### src/rtl/mhs_pkg.sv
// ----------------------------------------------------------------------------
// Masked Hamming score package
// Shared widths, operation codes and word types for the masked Hamming score
// block.
// ----------------------------------------------------------------------------
package mhs_pkg;

   localparam int unsigned WORD_W            = 64;
   localparam int unsigned IDX_W             = 4;
   localparam int unsigned STORE_DEPTH       = 16;
   localparam int unsigned POP_W             = 7;
   localparam int unsigned CNT_W             = 11;
   localparam int unsigned SCORE_W           = 13;
   localparam int unsigned WORDS_PER_ROW_DEF = 16;

   localparam logic [1:0] OP_LOAD_SIGN = 2'd0;
   localparam logic [1:0] OP_LOAD_MASK = 2'd1;
   localparam logic [1:0] OP_ROW       = 2'd2;

   typedef struct packed {
      logic [1:0]        operation;
      logic [IDX_W-1:0]  word_index;
      logic [WORD_W-1:0] word_value;
   } req_word_type;

   typedef struct packed {
      logic signed [SCORE_W-1:0] score;
      logic [CNT_W-1:0]          mismatch_count;
   } rsp_word_type;

   typedef struct packed {
      logic             valid;
      logic [1:0]       operation;
      logic             row_end;
      logic [POP_W-1:0] count_new;
      logic [POP_W-1:0] count_old;
   } pop_word_type;

endpackage

### src/rtl/mhs_ram.sv
// ----------------------------------------------------------------------------
// Generic single-port-write RAM
// One write port and one read port; read data is registered and returns the
// old contents when the same entry is written in the same cycle.
// ----------------------------------------------------------------------------
module mhs_ram #(
   parameter int unsigned DataWidth = 64,
   parameter int unsigned Depth     = 16
) (
   input  logic                     clock,
   input  logic                     wr_en,
   input  logic [$clog2(Depth)-1:0] wr_addr,
   input  logic [DataWidth-1:0]     wr_data,
   input  logic                     rd_en,
   input  logic [$clog2(Depth)-1:0] rd_addr,
   output logic [DataWidth-1:0]     rd_data
);

   logic [DataWidth-1:0] mem_ff [Depth];
   logic [DataWidth-1:0] rd_data_ff;

   always_ff @(posedge clock) begin
      if (wr_en) begin
         mem_ff[wr_addr] <= wr_data;
      end
      if (rd_en) begin
         rd_data_ff <= mem_ff[rd_addr];
      end
   end

   assign rd_data = rd_data_ff;

endmodule

### src/rtl/mhs_lookup.sv
// ----------------------------------------------------------------------------
// Query store and bit count stage
// Holds the sign and mask stores, forwards a write to a read of the same
// entry by the next request, and counts the bits each word contributes.
// ----------------------------------------------------------------------------
module mhs_lookup #(
   parameter int unsigned WORDS_PER_ROW = mhs_pkg::WORDS_PER_ROW_DEF
) (
   input  logic                  clock,
   input  logic                  reset,
   input  logic                  advance,
   input  logic                  req_valid,
   input  mhs_pkg::req_word_type req_word,
   output mhs_pkg::pop_word_type pop_word
);
   import mhs_pkg::*;

   localparam logic [IDX_W-1:0] LastIndex = IDX_W'((WORDS_PER_ROW - 1) % STORE_DEPTH);

   function automatic logic [POP_W-1:0] popcount64(input logic [WORD_W-1:0] v);
      logic [POP_W-1:0] part [WORD_W];
      for (int i = 0; i < WORD_W; i++) begin
         part[i] = POP_W'(v[i]);
      end
      for (int span = 1; span < WORD_W; span = span * 2) begin
         for (int i = 0; i < WORD_W; i = i + 2 * span) begin
            part[i] = part[i] + part[i + span];
         end
      end
      return part[0];
   endfunction

   logic                   s1_valid_ff;
   logic [1:0]             s1_op_ff;
   logic [IDX_W-1:0]       s1_idx_ff;
   logic [WORD_W-1:0]      s1_value_ff;
   logic [STORE_DEPTH-1:0] sign_vld_ff, sign_vld_in;
   logic [STORE_DEPTH-1:0] mask_vld_ff, mask_vld_in;
   logic                   sign_hit_ff, mask_hit_ff;
   logic                   sign_fwd_ff, mask_fwd_ff;
   logic [WORD_W-1:0]      fwd_data_ff;
   logic                   sign_we, mask_we;
   logic [WORD_W-1:0]      sign_rd, mask_rd;
   logic [WORD_W-1:0]      sign_eff, mask_eff;
   pop_word_type           pop_word_ff, pop_word_in;

   assign sign_we = advance && s1_valid_ff && (s1_op_ff == OP_LOAD_SIGN);
   assign mask_we = advance && s1_valid_ff && (s1_op_ff == OP_LOAD_MASK);

   mhs_ram #(.DataWidth(WORD_W), .Depth(STORE_DEPTH)) u_sign_ram (
      .clock   (clock),
      .wr_en   (sign_we),
      .wr_addr (s1_idx_ff),
      .wr_data (s1_value_ff),
      .rd_en   (advance),
      .rd_addr (req_word.word_index),
      .rd_data (sign_rd)
   );

   mhs_ram #(.DataWidth(WORD_W), .Depth(STORE_DEPTH)) u_mask_ram (
      .clock   (clock),
      .wr_en   (mask_we),
      .wr_addr (s1_idx_ff),
      .wr_data (s1_value_ff),
      .rd_en   (advance),
      .rd_addr (req_word.word_index),
      .rd_data (mask_rd)
   );

   always_comb begin
      sign_vld_in = sign_vld_ff;
      mask_vld_in = mask_vld_ff;
      if (sign_we) begin
         sign_vld_in[s1_idx_ff] = 1'b1;
      end
      if (mask_we) begin
         mask_vld_in[s1_idx_ff] = 1'b1;
      end
   end

   // Entries never written read as zero; a forwarded write from the preceding request wins.
   assign sign_eff = sign_fwd_ff ? fwd_data_ff : (sign_hit_ff ? sign_rd : '0);
   assign mask_eff = mask_fwd_ff ? fwd_data_ff : (mask_hit_ff ? mask_rd : '0);

   always_comb begin
      pop_word_in.valid     = s1_valid_ff;
      pop_word_in.operation = s1_op_ff;
      pop_word_in.row_end   = (s1_idx_ff == LastIndex);
      pop_word_in.count_old = popcount64(mask_eff);
      if (s1_op_ff == OP_LOAD_MASK) begin
         pop_word_in.count_new = popcount64(s1_value_ff);
      end else begin
         pop_word_in.count_new = popcount64((s1_value_ff ^ sign_eff) & mask_eff);
      end
   end

   always_ff @(posedge clock) begin
      if (reset) begin
         s1_valid_ff <= 1'b0;
         sign_vld_ff <= '0;
         mask_vld_ff <= '0;
         sign_hit_ff <= 1'b0;
         mask_hit_ff <= 1'b0;
         sign_fwd_ff <= 1'b0;
         mask_fwd_ff <= 1'b0;
         pop_word_ff <= '0;
      end else begin
         sign_vld_ff <= sign_vld_in;
         mask_vld_ff <= mask_vld_in;
         if (advance) begin
            s1_valid_ff <= req_valid;
            sign_hit_ff <= sign_vld_ff[req_word.word_index];
            mask_hit_ff <= mask_vld_ff[req_word.word_index];
            sign_fwd_ff <= sign_we && (s1_idx_ff == req_word.word_index);
            mask_fwd_ff <= mask_we && (s1_idx_ff == req_word.word_index);
            pop_word_ff <= pop_word_in;
         end
      end
   end

   always_ff @(posedge clock) begin
      if (advance) begin
         s1_op_ff    <= req_word.operation;
         s1_idx_ff   <= req_word.word_index;
         s1_value_ff <= req_word.word_value;
         fwd_data_ff <= s1_value_ff;
      end
   end

   assign pop_word = pop_word_ff;

endmodule

### src/rtl/mhs_accum.sv
// ----------------------------------------------------------------------------
// Accumulate and score stage
// Keeps the mask bit total and the row accumulator, forms the score at the
// end of a row and holds it in the output register.
// ----------------------------------------------------------------------------
module mhs_accum (
   input  logic                  clock,
   input  logic                  reset,
   input  mhs_pkg::pop_word_type pop_word,
   output logic                  advance,
   output logic                  rsp_valid,
   input  logic                  rsp_ready,
   output mhs_pkg::rsp_word_type rsp_word
);
   import mhs_pkg::*;

   localparam int ScoreFloor = -(2 ** (SCORE_W - 1));
   localparam int ScoreCeil  = (2 ** (SCORE_W - 1)) - 1;
   localparam logic [CNT_W-1:0] AccMax = {CNT_W{1'b1}};

   logic [CNT_W-1:0]          total_ff, total_in;
   logic [CNT_W-1:0]          acc_ff, acc_in;
   logic                      rsp_valid_ff, rsp_valid_in;
   rsp_word_type              rsp_word_ff, rsp_word_in;
   logic                      emits, retire;
   logic [CNT_W:0]            acc_sum;
   logic [CNT_W-1:0]          acc_sat;
   logic signed [SCORE_W+1:0] score_wide;
   logic signed [SCORE_W-1:0] score_sat;

   assign emits   = pop_word.valid && (pop_word.operation == OP_ROW) && pop_word.row_end;
   assign advance = !(emits && rsp_valid_ff && !rsp_ready);
   assign retire  = advance && pop_word.valid;

   assign acc_sum    = {1'b0, acc_ff} + (CNT_W + 1)'(pop_word.count_new);
   assign acc_sat    = acc_sum[CNT_W] ? AccMax : acc_sum[CNT_W-1:0];
   assign score_wide = $signed({3'b000, total_ff, 1'b0}) - $signed({2'b00, acc_sat, 2'b00});

   always_comb begin
      if (score_wide < (SCORE_W + 2)'(ScoreFloor)) begin
         score_sat = SCORE_W'(ScoreFloor);
      end else if (score_wide > (SCORE_W + 2)'(ScoreCeil)) begin
         score_sat = SCORE_W'(ScoreCeil);
      end else begin
         score_sat = score_wide[SCORE_W-1:0];
      end
   end

   always_comb begin
      total_in     = total_ff;
      acc_in       = acc_ff;
      rsp_valid_in = rsp_valid_ff && !rsp_ready;
      rsp_word_in  = rsp_word_ff;
      if (retire) begin
         unique case (pop_word.operation)
            OP_LOAD_MASK: begin
               total_in = total_ff - CNT_W'(pop_word.count_old) + CNT_W'(pop_word.count_new);
            end
            OP_ROW: begin
               if (pop_word.row_end) begin
                  rsp_valid_in               = 1'b1;
                  rsp_word_in.score          = score_sat;
                  rsp_word_in.mismatch_count = acc_sat;
                  acc_in                     = '0;
               end else begin
                  acc_in = acc_sat;
               end
            end
            default: begin
            end
         endcase
      end
   end

   always_ff @(posedge clock) begin
      if (reset) begin
         total_ff     <= '0;
         acc_ff       <= '0;
         rsp_valid_ff <= 1'b0;
      end else begin
         total_ff     <= total_in;
         acc_ff       <= acc_in;
         rsp_valid_ff <= rsp_valid_in;
      end
   end

   always_ff @(posedge clock) begin
      rsp_word_ff <= rsp_word_in;
   end

   assign rsp_valid = rsp_valid_ff;
   assign rsp_word  = rsp_word_ff;

endmodule

### src/rtl/masked_hamming_score.sv
// Takes one word per cycle on the request channel and never stalls it except
// when a row's last word has its score ready while the previous score still
// sits unread in the response register. The score is registered there after
// the row's last word passes the lookup stage and pop word registers. Sign
// and mask words live in two 16-entry RAMs with registered reads; a written
// word is forwarded to a read of the same entry by the next request; per-entry
// valid bits make unwritten entries read as zero, so no clearing pass follows reset.
// ----------------------------------------------------------------------------
// Masked Hamming score top level
// Scores streamed row words against a stored sign and mask query.
// ----------------------------------------------------------------------------
module masked_hamming_score #(
   parameter int unsigned WORDS_PER_ROW = mhs_pkg::WORDS_PER_ROW_DEF
) (
   input  logic                  clock,
   input  logic                  reset,
   input  logic                  req_valid,
   output logic                  req_ready,
   input  mhs_pkg::req_word_type req_word,
   output logic                  rsp_valid,
   input  logic                  rsp_ready,
   output mhs_pkg::rsp_word_type rsp_word
);
   import mhs_pkg::*;

   logic         advance;
   pop_word_type pop_word;

   mhs_lookup #(.WORDS_PER_ROW(WORDS_PER_ROW)) u_lookup (
      .clock     (clock),
      .reset     (reset),
      .advance   (advance),
      .req_valid (req_valid),
      .req_word  (req_word),
      .pop_word  (pop_word)
   );

   mhs_accum u_accum (
      .clock     (clock),
      .reset     (reset),
      .pop_word  (pop_word),
      .advance   (advance),
      .rsp_valid (rsp_valid),
      .rsp_ready (rsp_ready),
      .rsp_word  (rsp_word)
   );

   assign req_ready = advance;

   stall_only_on_held_rsp: assert property (@(posedge clock) disable iff (reset)
      !req_ready |-> (rsp_valid && !rsp_ready))
      else $error("request stalled without a held response");

   clean_row_scores_nonneg: assert property (@(posedge clock) disable iff (reset)
      (rsp_valid && (rsp_word.mismatch_count == '0)) |-> (rsp_word.score >= 0))
      else $error("row with no mismatches has a negative score");

   score_within_mask_bound: assert property (@(posedge clock) disable iff (reset)
      rsp_valid |-> (rsp_word.score <= 13'sd2048))
      else $error("score exceeds twice the largest mask bit total");

endmodule
### config.mk
export PLATFORM = sky130hd
export DESIGN_NAME = masked_hamming_score
export DESIGN_NICKNAME = d
export VERILOG_FILES = /design/src/rtl/mhs_pkg.sv /design/src/rtl/mhs_ram.sv /design/src/rtl/mhs_lookup.sv /design/src/rtl/mhs_accum.sv /design/src/rtl/masked_hamming_score.sv
export SDC_FILE = /design/constraint.sdc
export NUM_CORES = 2
export LEC_CHECK = 0
export ABC_AREA = 1
export BUFFER_PORTS_ARGS = -buffer_cell sky130_fd_sc_hd__buf_2
export CELL_PAD_IN_SITES_DETAIL_PLACEMENT = 2
export CELL_PAD_IN_SITES_GLOBAL_PLACEMENT = 2
export CORE_ASPECT_RATIO = 0.5
export CORE_MARGIN = 8
export CORE_UTILIZATION = 40
export CTS_CLUSTER_DIAMETER = 120
export DETAILED_ROUTE_END_ITERATION = 16
export PLACE_DENSITY = 0.75
export SETUP_SLACK_MARGIN = 0.02
export SLEW_MARGIN = 15
export SYNTH_ARGS = -nofsm -noshare
export SYNTH_HDL_FRONTEND = slang
export SYNTH_SLANG_ARGS = --single-unit
### constraint.sdc
create_clock -name clock -period 8.9 [get_ports clock]
set_clock_uncertainty 0.15 [all_clocks]
set_input_delay 1.335 -clock clock [delete_from_list [all_inputs] [get_ports clock]]
set_output_delay 1.335 -clock clock [all_outputs]
set_load 0.03 [all_outputs]
==> flow_summary.toml <==
[critical_path]
slowest_stage = "clkinv_2"
crit_required_ns = 9.57
r2r_slack_ns = 0.52
end_kind = "flop"
critical_path.startpoint_type = "flop"
timing.critical_path.slowest_cell_delay_ns = 0.69
crit_arrival_ns = 9.05
reg2reg_depth = 29
worstSetupPathType = "flop to flop"
crit_top_cell = "inv_1"
reg2reg_from = "u_lookup.mask_fwd_ff"
critical_path_peak_fanout = 44
r2r-end = "u_lookup.pop_word[5]"

[place]
io_buffers = 99
hpwl_mm = 236
placed_cell_area_um2 = 106000
routabilityCongestion = 0.887

[route]
vias = 70957
totalWireLength_mm = 414
viasPerCell = 6.33
drc = 0
dr.pass1.iters = 6
ant_nets = 0
drt-initial-drc-count = 9610
routedWlPerCell_um = 36.9

[die]
start_util_pct = 40.3
core-area_um2 = 251000
die_w_um = 728
die_area_um2 = 271000
dieHeight_um = 372
ios = 100
rows = 130

[cts]
root_buffer = "clkbuf_16"
cts_tree = "built"
ctsLongestPathBuffers = 4
cts_buffers = 226
hold_buffers = 0
cts_resized = 0
postCtsSetupRepairBufs = 0
cts_sinks = 2412
cts_max_level = 4
clk_pin_slew_worst_paths_ns = 0.07
insertion_delay_ns = 0.92

[power_and_ir_drop]
p_int_mw = 19.5
p_sw_mw = 8.79
power_density_nw_per_um2 = 252
pwr-share-comb_pct = 20.9
p_leak_nw = 37.9
swShare_pct = 31.1
p_clk_share_pct = 33.8
seq_power_share_pct = 45.3
ir_worst_vdd_uv = 674

[finish]
multi_input_area_um2 = 25600
n_fill_cell = 24565
final_core_util_pct = 44.7
areaGrowthSynthToFinish_pct = 10.8
drive_above_1_share_pct = 7.67
finish.instance_area_um2 = 112000
nets = 8084
regArea_um2 = 71700

[synthesis]
seq_area_frac_synth_pct = 70.7
synth_async_sr_flop_share_pct = 0
synth_area_leaders = "edfxtp_1, o21ai_0, nor2_1"
syn_area_per_cell_um2 = 13.3
syn-num-nets = 8064
synth_area_um2 = 101000
yosysTopAreaCell = "edfxtp_1"
synth_seq_cells = 2412
synthCells = 7644
synth_top_area_share_pct = 69.2
synth_ff_type = "edfxtp_1"
synth_cell_types = 50
synth-edff-count = 2334
yosys_warnings = 0

[min_path]
hold_path_end = "u_lookup.sign_vld_ff[8]"
whs_path_depth = 1
hp-start = "u_lookup.sign_vld_ff[8]"
holdCritPathClass = "flop to flop"

[sta]
slew_violations = 0
clock.fmax_mhz = 119
setup_viol = 0
fin_tns_setup_ns = 0
period_share_pct = 94.1
slew_headroom_pct = 18.8
worst_slew_pin_slew_ns = 1.22
min_period_ns = 8.38
finalHoldViolCount = 0
rsz0062_at_grt = "false"

[outcome]
status = "finished clean"

[global_route]
antenna_found_initial = 58
track_usage_pct = 29.7
grt_pass1_vias = 75144
grt_overflow_total = 0
grt_max_degree = 195
grt_pass1_wl_mm = 578

[job]
max-cap-violations = 0
cells by family (layout without fill, tap and decap cells):
group                      count (synthesis)  count (layout)  synth area share, %
adders and majority gates                346             346                 5.67
AOI/OAI and AO/OA                       2097            2097                 12.2
buffers and inverters                    982            1162                 4.10
xor gates and xnor gates                  69              69                0.596
DFF                                     2412            2412                 70.7
other                                      0              16                    0
and+or+nand+nor                         1738            1738                 6.75
critical path: cells and delay by family (launching register included):
family                     cells  cell delay, ns
AOI/OAI and AO/OA              4            0.71
and+or+nand+nor                4            0.59
DFF                            1            0.35
buffers and inverters         11            1.87
adders and majority gates     10            4.62
sequential cells by signal, indices dropped and copies added, names as in the netlist, 2 cells and up:
| signal | cells |
|---|---|
| u_lookup.s1_idx_ff | 4 |
| u_lookup.pop_word | 18 |
| u_lookup.s1_op_ff | 2 |
| u_lookup.s1_value_ff | 64 |
| u_lookup.u_sign_ram.rd_data | 64 |
| u_accum.rsp_word | 24 |
| u_lookup.u_mask_ram.mem_ff | 1024 |
| u_accum.acc_ff | 11 |
| u_lookup.sign_vld_ff | 16 |
| u_lookup.u_mask_ram.rd_data | 64 |
| u_accum.total_ff | 11 |
| u_lookup.u_sign_ram.mem_ff | 1024 |
| u_lookup.mask_vld_ff | 16 |
| u_lookup.fwd_data_ff | 64 |
routing by layer:
layer  wire length (um)  up-vias  track usage [%]
met5                145        -                0
met4              17200       22             11.6
met3              37800      964             5.86
met2             192000     4104             47.9
met1             167000    37862             39.7
li1                   -    28005                -
power groups by stage:
stage | combinational, mW | sequential (mW) | clock, mW
finish | 5.93 | 12.8 | 9.56
global route | 6.19 | 12.8 | 9.95
CTS | 5.80 | 12.8 | 9.60
detailed placement | 5.37 | 13.0 | 0
global placement | 4.89 | 13.0 | 0
floorplan | 3.08 | 13.0 | 0
how the worst max path moves through the flow:
stage                     slack, ns                                 to  depth (start not counted)                  from
final                          0.52               u_lookup.pop_word[5]                         29  u_lookup.mask_fwd_ff
after global routing           0.42               u_lookup.pop_word[5]                         29  u_lookup.mask_fwd_ff
after CTS                      0.62               u_lookup.pop_word[5]                         29  u_lookup.mask_fwd_ff
after detailed placement       0.95               u_lookup.pop_word[5]                         29  u_lookup.mask_fwd_ff
after global placement         1.30              u_lookup.pop_word[12]                         27  u_lookup.mask_fwd_ff
after floorplan                2.06  u_lookup.u_mask_ram.mem_ff[14][0]                          4             rsp_ready
layout by cell type, fill, tap and decap left out, drive strengths merged, types with 16 or more instances in the layout:
cell type  Yosys  routed
nor2b         31      31
xor2          57      57
o21a          21      21
o211ai       102     102
o22ai        308     308
a22o          31      31
fa           189     189
diode          0      16
edfxtp      2334    2334
clkbuf       276     287
ha           157     157
a22oi         63      63
o21ai       1270    1270
o221ai       217     217
dfxtp         78      78
a21oi         68      68
inv          508     511
clkinv         2      85
buf          196     263
nor2        1260    1260
nand2        295     295
nand3        123     123
layout make-up:
| class | count | share of cell area [%] |
|---|---|---|
| Clock inverter | 102 | 0.675 |
| Timing Repair Buffer | 264 | 1.84 |
| Inverter | 510 | 1.81 |
| Sequential cell | 2412 | 63.8 |
| Tap cell | 3366 | 3.75 |
| Antenna cell | 16 | 0.0357 |
| Clock buffer | 286 | 5.29 |
| Multi-Input combinational cell | 4250 | 22.8 |
cell usage after synthesis, types with 5 or more instances:
cell,number
edfxtp_1,2334
nor2_1,1259
o21ai_0,1125
inv_1,499
o22ai_1,308
nand2_1,294
clkbuf_1,276
o221ai_1,217
fa_1,189
ha_1,157
o21ai_1,144
buf_2,127
nand3_1,121
o211ai_1,101
dfxtp_1,78
a21oi_1,67
a22oi_1,63
xor2_1,57
buf_4,35
a22o_1,31
nor2b_1,31
buf_6,23
o21a_1,21
xnor2_1,12
buf_1,11
nor3_1,10
inv_2,8
nand4_1,5
stage by stage:
| stage | total power [mW] | hold slack (ns) | worst slack (ns) | std cells |
|---|---|---|---|---|
| floorplan | 16.0 | 0.285 | 2.06 | 7644 |
| global placement | 17.9 | 0.292 | 1.30 | 10802 |
| detailed placement | 18.4 | 0.304 | 0.948 | 10802 |
| CTS | 28.2 | 0.321 | 0.617 | 11190 |
| global route | 28.9 | 0.329 | 0.421 | 11191 |
| finish | 28.3 | 0.318 | 0.523 | 11206 |
Power figures use the tool's default switching activity.
